--- src/rtl/kcsc_pkg.sv ---
// ----------------------------------------------------------------------------
// kcsc_pkg
// Shared types, codes and constants for the kicker charge/shoot controller.
// ----------------------------------------------------------------------------
package kcsc_pkg;

  // Controller phase, as reported in the result
  typedef enum logic [1:0] {
    PH_OFF      = 2'd0,
    PH_READY    = 2'd1,
    PH_CHARGING = 2'd2,
    PH_SHOOTING = 2'd3
  } phase_t;

  // Event kinds on s_tuser
  typedef enum logic [1:0] {
    FN_CALLBACK = 2'd0,
    FN_START    = 2'd1,
    FN_DISABLE  = 2'd2,
    FN_SHOOT    = 2'd3
  } func_t;

  // Sequencer states
  typedef enum logic [2:0] {
    SQ_IDLE,
    SQ_SQUARE,
    SQ_SUM,
    SQ_SCALE,
    SQ_COMMIT
  } seq_t;

  // Configuration register indexes
  localparam logic [3:0] REG_MIN_SHOOT_V   = 4'd0;
  localparam logic [3:0] REG_RECHARGE_V    = 4'd1;
  localparam logic [3:0] REG_MIN_SPEED     = 4'd2;
  localparam logic [3:0] REG_MAX_SPEED     = 4'd3;
  localparam logic [3:0] REG_READY_PER     = 4'd4;
  localparam logic [3:0] REG_CHARGING_PER  = 4'd5;
  localparam logic [3:0] REG_SHOOTING_PER  = 4'd6;
  localparam logic [3:0] REG_OFF_PER       = 4'd7;

  // Register reset values
  localparam logic [11:0] RST_MIN_SHOOT_V = 12'd400;
  localparam logic [11:0] RST_RECHARGE_V  = 12'd2200;
  localparam logic [11:0] RST_MIN_SPEED   = 12'd256;
  localparam logic [11:0] RST_MAX_SPEED   = 12'd1664;
  localparam logic [15:0] RST_PERIOD      = 16'd1000;

  localparam logic [31:0] READY_TIMEOUT_MS = 32'd15000;

  // t = (675*S^2 + 871424*S + 705101824) / 655360, S in Q4.8
  localparam logic [9:0]  PULSE_A = 10'd675;
  localparam logic [19:0] PULSE_B = 20'd871424;
  localparam logic [33:0] PULSE_C = 34'd705101824;
  // divide by 10 after the >>16: x*ceil(2^22/10) >> 22, exact for x < 2^19
  localparam logic [18:0] DIV10_MUL = 19'd419431;

  typedef struct packed {
    logic load;
    logic square;
    logic sum;
    logic scale;
    logic commit;
  } kcsc_cmd_t;

  typedef struct packed {
    logic out_full;
  } kcsc_status_t;

endpackage

--- src/rtl/kcsc_ctrl.sv ---
// ----------------------------------------------------------------------------
// kcsc_ctrl
// Sequencer: takes one event, walks the pulse-time stages, then commits the
// event once the output register can take the result.
// ----------------------------------------------------------------------------
module kcsc_ctrl (
  input  logic                  clk,
  input  logic                  rst,
  input  logic                  s_tvalid,
  output logic                  s_tready,
  input  kcsc_pkg::kcsc_status_t status,
  output kcsc_pkg::kcsc_cmd_t    cmd
);

  kcsc_pkg::seq_t state, state_next;

  always_ff @(posedge clk) begin
    if (rst) begin
      state <= kcsc_pkg::SQ_IDLE;
    end else begin
      state <= state_next;
    end
  end

  always_comb begin
    state_next = state;
    cmd        = '0;
    s_tready   = 1'b0;
    unique case (state)
      kcsc_pkg::SQ_IDLE: begin
        s_tready = 1'b1;
        if (s_tvalid) begin
          cmd.load   = 1'b1;
          state_next = kcsc_pkg::SQ_SQUARE;
        end
      end
      kcsc_pkg::SQ_SQUARE: begin
        cmd.square = 1'b1;
        state_next = kcsc_pkg::SQ_SUM;
      end
      kcsc_pkg::SQ_SUM: begin
        cmd.sum    = 1'b1;
        state_next = kcsc_pkg::SQ_SCALE;
      end
      kcsc_pkg::SQ_SCALE: begin
        cmd.scale  = 1'b1;
        state_next = kcsc_pkg::SQ_COMMIT;
      end
      kcsc_pkg::SQ_COMMIT: begin
        if (!status.out_full) begin
          cmd.commit = 1'b1;
          state_next = kcsc_pkg::SQ_IDLE;
        end
      end
      default: state_next = kcsc_pkg::SQ_IDLE;
    endcase
  end

endmodule

--- src/rtl/kcsc_dp.sv ---
// ----------------------------------------------------------------------------
// kcsc_dp
// Datapath: config registers, controller state, pulse-time arithmetic and
// the output register.
// ----------------------------------------------------------------------------
module kcsc_dp (
  input  logic                  clk,
  input  logic                  rst,
  input  kcsc_pkg::kcsc_cmd_t    cmd,
  output kcsc_pkg::kcsc_status_t status,
  input  logic                  cfg_valid,
  input  logic [3:0]            cfg_index,
  input  logic [15:0]           cfg_data,
  input  logic [59:0]           s_tdata,
  input  logic [1:0]            s_tuser,
  output logic                  m_tvalid,
  input  logic                  m_tready,
  output logic [23:0]           m_tdata
);

  // config
  logic [11:0] min_shoot_voltage, recharge_voltage, min_speed, max_speed;
  logic [15:0] ready_period, charging_period, shooting_period, off_period;

  // controller state
  kcsc_pkg::phase_t phase_reg, phase_next;
  logic        charged_flag, charged_next;
  logic        fault_flag, fault_next;
  logic        charge_allowed, allowed_next;
  logic [31:0] ready_since_ms, since_next;
  logic [2:0]  drive_pins, pins_next;   // bit0 kick, bit1 chip, bit2 charge

  // captured event
  kcsc_pkg::func_t func_q;
  logic [31:0] now_q;
  logic [11:0] volt_q;
  logic        sensor_q, fault_n_q, done_n_q, kind_q;
  logic [11:0] speed_q;

  // pulse-time pipeline
  logic [23:0] sq;
  logic [31:0] lin;
  logic [33:0] num;
  logic [36:0] prod;
  logic [15:0] pulse_us;

  logic [11:0] spd_lo, spd_clamped;
  logic        rvalid;
  logic [15:0] rperiod;
  logic [31:0] limit;
  logic        by_volt, by_time;

  // raise to min first, then lower to max: max wins on a crossed pair
  always_comb begin
    spd_lo      = (s_tdata[59:48] < min_speed) ? min_speed : s_tdata[59:48];
    spd_clamped = (max_speed < spd_lo) ? max_speed : spd_lo;
  end

  always_ff @(posedge clk) begin
    if (rst) begin
      min_shoot_voltage <= kcsc_pkg::RST_MIN_SHOOT_V;
      recharge_voltage  <= kcsc_pkg::RST_RECHARGE_V;
      min_speed         <= kcsc_pkg::RST_MIN_SPEED;
      max_speed         <= kcsc_pkg::RST_MAX_SPEED;
      ready_period      <= kcsc_pkg::RST_PERIOD;
      charging_period   <= kcsc_pkg::RST_PERIOD;
      shooting_period   <= kcsc_pkg::RST_PERIOD;
      off_period        <= kcsc_pkg::RST_PERIOD;
    end else if (cfg_valid) begin
      unique case (cfg_index)
        kcsc_pkg::REG_MIN_SHOOT_V:  min_shoot_voltage <= cfg_data[11:0];
        kcsc_pkg::REG_RECHARGE_V:   recharge_voltage  <= cfg_data[11:0];
        kcsc_pkg::REG_MIN_SPEED:    min_speed         <= cfg_data[11:0];
        kcsc_pkg::REG_MAX_SPEED:    max_speed         <= cfg_data[11:0];
        kcsc_pkg::REG_READY_PER:    ready_period      <= cfg_data;
        kcsc_pkg::REG_CHARGING_PER: charging_period   <= cfg_data;
        kcsc_pkg::REG_SHOOTING_PER: shooting_period   <= cfg_data;
        kcsc_pkg::REG_OFF_PER:      off_period        <= cfg_data;
        default: ;
      endcase
    end
  end

  // event capture and arithmetic stages
  always_ff @(posedge clk) begin
    if (cmd.load) begin
      func_q    <= kcsc_pkg::func_t'(s_tuser);
      now_q     <= s_tdata[31:0];
      volt_q    <= s_tdata[43:32];
      sensor_q  <= s_tdata[44];
      fault_n_q <= s_tdata[45];
      done_n_q  <= s_tdata[46];
      kind_q    <= s_tdata[47];
      speed_q   <= spd_clamped;
    end
    if (cmd.square) begin
      sq  <= 24'(speed_q) * 24'(speed_q);
      lin <= 32'(kcsc_pkg::PULSE_B) * 32'(speed_q);
    end
    if (cmd.sum) begin
      num <= 34'(kcsc_pkg::PULSE_A) * 34'(sq) + 34'(lin) + kcsc_pkg::PULSE_C;
    end
    if (cmd.scale) begin
      prod <= 37'(num[33:16]) * 37'(kcsc_pkg::DIV10_MUL);
    end
  end

  // 12-bit speeds stay far below 65535 us, so no saturation is needed
  assign pulse_us = 16'(prod[36:22]);

  assign limit   = ready_since_ms + kcsc_pkg::READY_TIMEOUT_MS;
  assign by_volt = sensor_q && (volt_q >= min_shoot_voltage) && (volt_q <= recharge_voltage);
  assign by_time = !sensor_q && (now_q >= limit);

  always_comb begin
    phase_next   = phase_reg;
    charged_next = charged_flag;
    fault_next   = fault_flag;
    allowed_next = charge_allowed;
    since_next   = ready_since_ms;
    pins_next    = drive_pins;
    rvalid       = 1'b0;
    rperiod      = '0;
    unique case (func_q)
      kcsc_pkg::FN_CALLBACK: begin
        if (!fault_n_q) fault_next = 1'b1;
        rvalid = 1'b1;
        unique case (phase_reg)
          kcsc_pkg::PH_READY: begin
            if (by_volt || by_time) begin
              phase_next   = kcsc_pkg::PH_CHARGING;
              charged_next = 1'b0;
            end
            rperiod = ready_period;
          end
          kcsc_pkg::PH_CHARGING: begin
            if (!done_n_q) begin
              phase_next   = kcsc_pkg::PH_READY;
              charged_next = 1'b1;
              since_next   = now_q;
              pins_next[2] = 1'b0;
            end else begin
              pins_next[2] = 1'b1;
            end
            rperiod = charging_period;
          end
          kcsc_pkg::PH_SHOOTING: begin
            pins_next[1:0] = 2'b00;
            if (charge_allowed) begin
              phase_next   = kcsc_pkg::PH_CHARGING;
              charged_next = 1'b0;
            end else begin
              phase_next   = kcsc_pkg::PH_OFF;
              charged_next = sensor_q && (volt_q >= min_shoot_voltage);
            end
            rperiod = shooting_period;
          end
          kcsc_pkg::PH_OFF: begin
            pins_next = 3'b000;
            rperiod   = off_period;
          end
          default: ;
        endcase
      end
      kcsc_pkg::FN_START: begin
        phase_next   = kcsc_pkg::PH_CHARGING;
        allowed_next = 1'b1;
      end
      kcsc_pkg::FN_DISABLE: begin
        allowed_next = 1'b0;
        if (phase_reg == kcsc_pkg::PH_CHARGING) phase_next = kcsc_pkg::PH_READY;
      end
      kcsc_pkg::FN_SHOOT: begin
        if (phase_reg == kcsc_pkg::PH_READY || phase_reg == kcsc_pkg::PH_OFF) begin
          phase_next   = kcsc_pkg::PH_SHOOTING;
          pins_next[2] = 1'b0;
          if (kind_q) pins_next[1] = 1'b1;
          else        pins_next[0] = 1'b1;
          rvalid  = 1'b1;
          rperiod = pulse_us;
        end
      end
      default: ;
    endcase
  end

  always_ff @(posedge clk) begin
    if (rst) begin
      phase_reg      <= kcsc_pkg::PH_OFF;
      charged_flag   <= 1'b0;
      fault_flag     <= 1'b0;
      charge_allowed <= 1'b0;
      ready_since_ms <= '0;
      drive_pins     <= '0;
    end else if (cmd.commit) begin
      phase_reg      <= phase_next;
      charged_flag   <= charged_next;
      fault_flag     <= fault_next;
      charge_allowed <= allowed_next;
      ready_since_ms <= since_next;
      drive_pins     <= pins_next;
    end
  end

  // output register
  always_ff @(posedge clk) begin
    if (rst) begin
      m_tvalid <= 1'b0;
    end else if (cmd.commit) begin
      m_tvalid <= 1'b1;
    end else if (m_tready) begin
      m_tvalid <= 1'b0;
    end
  end

  always_ff @(posedge clk) begin
    if (cmd.commit) begin
      m_tdata <= {rperiod, rvalid, pins_next[2], pins_next[1], pins_next[0],
                  fault_next, charged_next, phase_next};
    end
  end

  assign status.out_full = m_tvalid && !m_tready;

endmodule

--- src/rtl/kicker_charge_shoot_controller_unit.sv ---
// ----------------------------------------------------------------------------
// kicker_charge_shoot_controller_unit
// Kicker capacitor charge and shoot controller: one result per event.
// ----------------------------------------------------------------------------
// The sequencer steps through load, the square, sum and scale stages, and the commit;
//   the result is registered at the commit, which waits while the output is full.
//   A new event is taken only after the last one has been committed.
// A waiting result does not block the next input transfer.
// Reset (rst, synchronous): config to defaults, phase off, flags and drives
//   cleared, no result pending.
module kicker_charge_shoot_controller_unit (
  input  logic        clk,
  input  logic        rst,
  // event stream
  input  logic        s_tvalid,
  output logic        s_tready,
  // now_ms[31:0], cap_voltage[43:32], sensor_ok[44], fault_n[45],
  // charge_done_n[46], shot_kind[47], ball_speed[59:48], zero pad[63:60]
  input  logic [63:0] s_tdata,
  // func[1:0]
  input  logic [1:0]  s_tuser,
  // result stream
  output logic        m_tvalid,
  input  logic        m_tready,
  // phase[1:0], charged[2], fault[3], kick_drive[4], chip_drive[5],
  // charge_drive[6], reload_valid[7], reload_period[23:8]
  output logic [23:0] m_tdata,
  // config writes
  input  logic        cfg_valid,
  output logic        cfg_ready,
  input  logic [3:0]  cfg_index,
  input  logic [15:0] cfg_data
);

  kcsc_pkg::kcsc_cmd_t    cmd;
  kcsc_pkg::kcsc_status_t status;

  assign cfg_ready = 1'b1;

  kcsc_ctrl u_ctrl (
    .clk      (clk),
    .rst      (rst),
    .s_tvalid (s_tvalid),
    .s_tready (s_tready),
    .status   (status),
    .cmd      (cmd)
  );

  kcsc_dp u_dp (
    .clk       (clk),
    .rst       (rst),
    .cmd       (cmd),
    .status    (status),
    .cfg_valid (cfg_valid),
    .cfg_index (cfg_index),
    .cfg_data  (cfg_data),
    .s_tdata   (s_tdata[59:0]),
    .s_tuser   (s_tuser),
    .m_tvalid  (m_tvalid),
    .m_tready  (m_tready),
    .m_tdata   (m_tdata)
  );

`ifndef SYNTH
  // one event in flight: no transfer right after a transfer
  a_one_in_flight: assert property (@(posedge clk) disable iff (rst)
    s_tvalid && s_tready |=> !s_tready)
    else $error("input taken while an event is in flight");

  // a commit never overwrites a result that is still waiting
  a_no_overwrite: assert property (@(posedge clk) disable iff (rst)
    cmd.commit |-> !(m_tvalid && !m_tready))
    else $error("result overwritten");

  // the charger is never driven while shooting
  a_no_charge_in_shot: assert property (@(posedge clk) disable iff (rst)
    m_tvalid && (m_tdata[1:0] == kcsc_pkg::PH_SHOOTING) |-> !m_tdata[6])
    else $error("charge drive on in shooting phase");
`endif

endmodule

--- config.mk ---
export PLATFORM = sky130hd
export DESIGN_NAME = kicker_charge_shoot_controller_unit
export DESIGN_NICKNAME = d
export VERILOG_FILES = /design/src/rtl/kcsc_pkg.sv /design/src/rtl/kcsc_ctrl.sv /design/src/rtl/kcsc_dp.sv /design/src/rtl/kicker_charge_shoot_controller_unit.sv
export SDC_FILE = /design/constraint.sdc
export NUM_CORES = 2
export LEC_CHECK = 0
export BUFFER_PORTS_ARGS = -buffer_cell sky130_fd_sc_hd__clkbuf_2
export CORE_MARGIN = 3
export CORE_UTILIZATION = 58
export CTS_BUF_LIST = sky130_fd_sc_hd__clkbuf_16
export CTS_CLUSTER_SIZE = 25
export DETAILED_ROUTE_END_ITERATION = 6
export PLACE_DENSITY = 0.86
export SLEW_MARGIN = 40
export SYNTH_ARGS = -nofsm -noshare
export SYNTH_HDL_FRONTEND = slang
export SYNTH_SLANG_ARGS = --single-unit
--- constraint.sdc ---
create_clock -name clk -period 6.3 [get_ports clk]
set_input_delay 0.315 -clock clk [delete_from_list [all_inputs] [get_ports clk]]
set_output_delay 0.315 -clock clk [all_outputs]
set_load 0.02 [all_outputs]
---- Word level (Yosys, flattened, before mapping) ----
Index checks and enable logic that the tools add are counted.
word-level totals
  bits in registers ....................... 359
  bits of input ports ..................... 91
  output and inout bits ................... 27
cells by class
  $add $sub $neg .......................... 3
  $mul .................................... 4
  order comparisons ....................... 5
  equality and inequality tests ........... 19
  multiplexer cells ....................... 42
  bitwise logic cells ..................... 1
  reductions and logical operators ........ 26
operators with widths
  cell                    count
  $pmux 16 s4             1
  $mul 18x19->37 const B  1
  $add 34x30->34 const B  1
  $add 34x32->34          1
  $mul 10x24->34 const A  1
  $add 32x14->32 const B  1
  $ge 32x32->1            1
  $pmux 16 s2             1
  $lt 12x12->1            2
  $mul 12x12->24          1
  $mux 12                 2
  $mul 10x12->22 const A  1
  $mux 1                  20
  $reduce_and 2->1        10
  $eq 4x3->1 const B      4
  $mux 15                 1
  $pmux 3 s5              1
  $ge 12x12->1            1
  $le 12x12->1            1
  $mux 2                  6
  $mux 3                  3
  $eq 2x2->1 const B      4
  $eq 4x2->1 const B      2
  $pmux 2 s4              1
  other kinds (20)        32

---- Logic depth before layout (Yosys ltp) ----
  depth in word-level cells ............... 7
  gate-level depth with buffers ........... 23
  mapped depth without buffers ............ 23

---- Modules after synthesis ----
A second synthesis with hierarchy kept.
unflattened totals
  cells, all modules ...................... 2,876
  area, all modules ....................... 28,760.1 um2
by module, submodules not included
  module                               times used  cells an instance  area an instance (um2)  seq. area each (um2)
  kcsc_dp                              1           2,857              28,591.2                7,957.6
  kcsc_ctrl                            1           17                 157.7                   60.1
  kicker_charge_shoot_controller_unit  1           2                  11.3                    0.0

---- Least setup slack after synthesis ----
No wires, ideal clock.
  kind .................................... flip-flop to flip-flop
  start point ............................. register u_dp.num[26]
  end point ............................... register u_dp.prod[36] (data pin)
  setup time .............................. 0.259 ns
  arrival ................................. 5.706 ns
  path slack .............................. 0.335 ns
  cell stages (with the launch flop) ...... 24
  buffers on the path ..................... 0
  clock period less this slack ............ 5.965 ns
  path through ............................ edfxtp_1 > inv_1 > ha_1 > inv_1 > fa_1 > fa_1 > inv_1 > fa_1 > inv_1 > fa_1 > inv_1 > fa_1 > inv_1 > ha_1 > o21a_1 > o21ai_0 > a21o_1 > o22ai_1 > a21o_1 > a41o_1 > o41a_4 > a31oi_4 > o21bai_1 > xnor2_1
between the ends
  longest elaborated chain between the ends .. 1
RTL lines
  item                      line            text
  start: declaration        kcsc_dp.sv:43   logic [33:0] num;
  start signal: assignment  kcsc_dp.sv:101  num <= 34'(kcsc_pkg::PULSE_A) * 34'(sq) + 34'(lin) + kcsc_pkg::PULSE_C;
  $mul 18x19->37            kcsc_dp.sv:104  prod <= 37'(num[33:16]) * 37'(kcsc_pkg::DIV10_MUL);
  end signal: assignment    kcsc_dp.sv:104
  end: declaration          kcsc_dp.sv:44   logic [36:0] prod;
Every way passes these cells.
A chain may end at the register's enable or synchronous reset.

---- Worst setup path after layout ----
  start point ............................. register u_dp.num[23]
  end point ............................... register u_dp.prod[36] (data pin)
The elaborated chain is that of the path after synthesis.

==> results.md <==
* Status: completed
* # diodes at 0
* Clock-pin slew on the worst setup and hold paths at 70 ps
* Worst slew margin at 0.452
* Share of post-route cells with drive strength above 1 at 0.0804
* Crit end category: register
* Final HPWL DP at 50200 um
* WHS Path Cells at 1
* Synth Area in Adders at 0.403
* CTS tree: done
* CP Data Arrival Time at 6420 ps
* PortBufs at 112
* Worst Tran Pin Value at 811 ps
* Ys Warns at 0
* Initial antenna violation count at 0
* Netlist cell types at 71
* Root buf cell: clkbuf_16
* Post-DRT Antenna Nets at 0
* H-tree levels at 2
* RSZ-0062 raised after global routing: true
* GRT Resource Usage Total at 0.256
* Max_cap viols at 0
* Clock Path Buffers at 3
* Clock sink count at 319
* Vias in the first global route at 22.0k
* R2r worst-path depth at 21
* Tmin final at between 6000 and 7000 ps
* WP buf/inv at 5
* Final Routed Wirelength at 66800 um
* DRC Markers at 0
* Crit path max-delay cell type: fa_1
* Detailed Routing Iterations Pass 1 at 6
* Die H at between 200 and 250 um
* Mapped Avg Cell Area at 9.92 um2
* Core box area at about 0.048 mm2
* Net Count, Synth at 3729
* Biggest regs: u_dp.now_q: 32 flops, u_dp.ready_since_ms: 32 flops, u_dp.m_tdata: 24 flops
* Fmax at between 150 and 200 MHz
* Final number of hold-violating endpoints at 0
* DRT iter0 DRCs at 1603
* Synthesis-stage register bit count at 319
* Pin count of the biggest net entering global routing at 81
* CP cell instances: buf_4, ha_1, fa_1, inv_1, fa_1, fa_1, inv_1, fa_1, inv_1, fa_1, inv_1, ha_1, a221oi_2, o21ai_1, a21o_1, a21o_1, a41o_1, o41a_4, a31oi_4, o21bai_1, xnor2_1
* Later-pin clock latency in the skew report at 550 ps
* Die area at 0.0521 mm2
* CP delay by family, top: adder cells
* Post-synthesis mux area share at 0.0102
* Mapped Cells at 2889
* FILL cells at roughly 3.4k
* Stages on worst setup path at 21
* Period Utilization, post-route at 0.973
* CP Launch Type: register
* Final setup violation count at 0
* Gr ovfl total at 0
* First-pass GRT wire length at 109000 um
* Routed WL per cell at approximately 18 um
* Initial core utilization at 0.594
* Setup tns final at 0 ps
* Placer congestion estimate at 0.898
* Xor-xnor portion of the synthesized cell area at 0.0284
* Routed vias/inst at 5.61
* Crit Path Class: register to register
* Worst path max stage delay at 570 ps
* Most frequent cells in the layout: inv_1, ha_1, nand2_1, fa_1, a21oi_1
* Critical Path RT at 6590 ps
* Via count at 21.0k
* Mapped cell area at 0.0287 mm2
* Area of the multi-input gates at 0.0184 mm2
* Most frequent CP cell: fa_1
* FF+latch area at 0.00802 mm2
* Post-synth EDFFs at 163
* NumNets Final at 3900
* Ys async rst share at 0
* Main combinational cell family by area after synthesis: adder cells
* Post-synthesis sequential area ratio at 0.280
* Ports at 118
* Placement row count at 80
* Die X at 228 um
* CTS Buf Count at 34
* Final Skew at approximately 22 ps
* Post-synthesis simple-gate area fraction at 0.103
* Min-delay worst type: input port to register
* Final slew viol count at 0
* Crit-path max FO at 3
* Most common cell after layout, fill and taps aside: inv_1
* Synthesis-to-layout area growth at 11.1%
* Ys flop type: edfxtp_1
* Synth Area in Compound Gates at 0.0922
## cells by family after synthesis
group | after synthesis
compound gates | 406
xor+xnor | 93
fa+ha+maj | 749
buf+inv | 635
flops | 319
mux | 29
other cells | 2
simple gates | 656
## path summary, 6_finish.rpt
path	start	to	slack [ps]
hold reg to reg	u_dp.ready_since_ms[2]	u_dp.ready_since_ms[2]	450
setup reg to reg	u_dp.num[23]	u_dp.prod[36]	170
setup / recovery	u_dp.num[23]	u_dp.prod[36]	170
hold / removal	s_tdata[45]	u_dp.fault_n_q	20
## worst register-to-register path: cells and delay by family, from the launching register on
family / cells / cell delay, ps
DFF: 1 / 410
AOI/OAI and AO/OA: 8 / 1710
adders and majority gates: 7 / 3210
buffers and inverters: 5 / 390
xor gates and xnor gates: 1 / 130
## routing by layer
layer | vias up | track usage | part of all wire
li1 | 9831 | - | -
met1 | 10100 | 0.316 | 0.40
met2 | 820 | 0.451 | 0.50
met3 | 233 | 0.0359 | 0.062
met4 | 0 | 0.109 | 0.045
met5 | - | 0 | 0
## Yosys cell counts (18+ instances only)
cell	number	share of area
xnor2_1	60	0.018
nor2_1	155	0.020
o21a_1	18	0.0047
nor3_1	30	0.0052
fa_1	290	0.20
nand2_1	307	0.040
a21oi_1	167	0.029
o21ai_0	54	0.0094
edfxtp_1	163	0.17
ha_1	459	0.20
nand3b_1	29	0.0076
a21o_1	49	0.013
inv_1	563	0.074
clkbuf_1	67	0.0088
nand3_1	21	0.0037
xor2_1	33	0.010
and2_1	27	0.0059
dfxtp_1	156	0.11
mux2i_1	28	0.0098
## stage by stage
stage	util	hold slack [ps]	worst slack, ps	cells	cell area (um2)
after floorplan	-	414	335	2889	28700
after global placement	0.623	442	115	3621	30100
after detailed placement	0.624	446	-35.2	3623	30100
after CTS	0.658	19.5	3.69	3737	31800
after global routing	0.660	23.4	-50.0	3742	31800
final	0.660	23.7	169	3742	31800
## area by class of cell
cell class | count | area share
Inverter | 564 | 0.0665
Clock buffer | 35 | 0.0275
Multi-Input combinational cell | 1935 | 0.577
Tap cell | 656 | 0.0258
Timing Repair Buffer | 206 | 0.0442
Clock inverter | 27 | 0.00766
Sequential cell | 319 | 0.252
## what timing repair did
action	CTS	global route
pin swaps	1	4
hold buffers	49	0
hold endpoints to repair	49	0
setup buffers	3	4
gates resized for setup	1	13
setup endpoints to repair	1	5
Power is left out: the tool's default activity adds up to more than one toggle a clock period on the data nets, which glitch-free logic cannot reach.
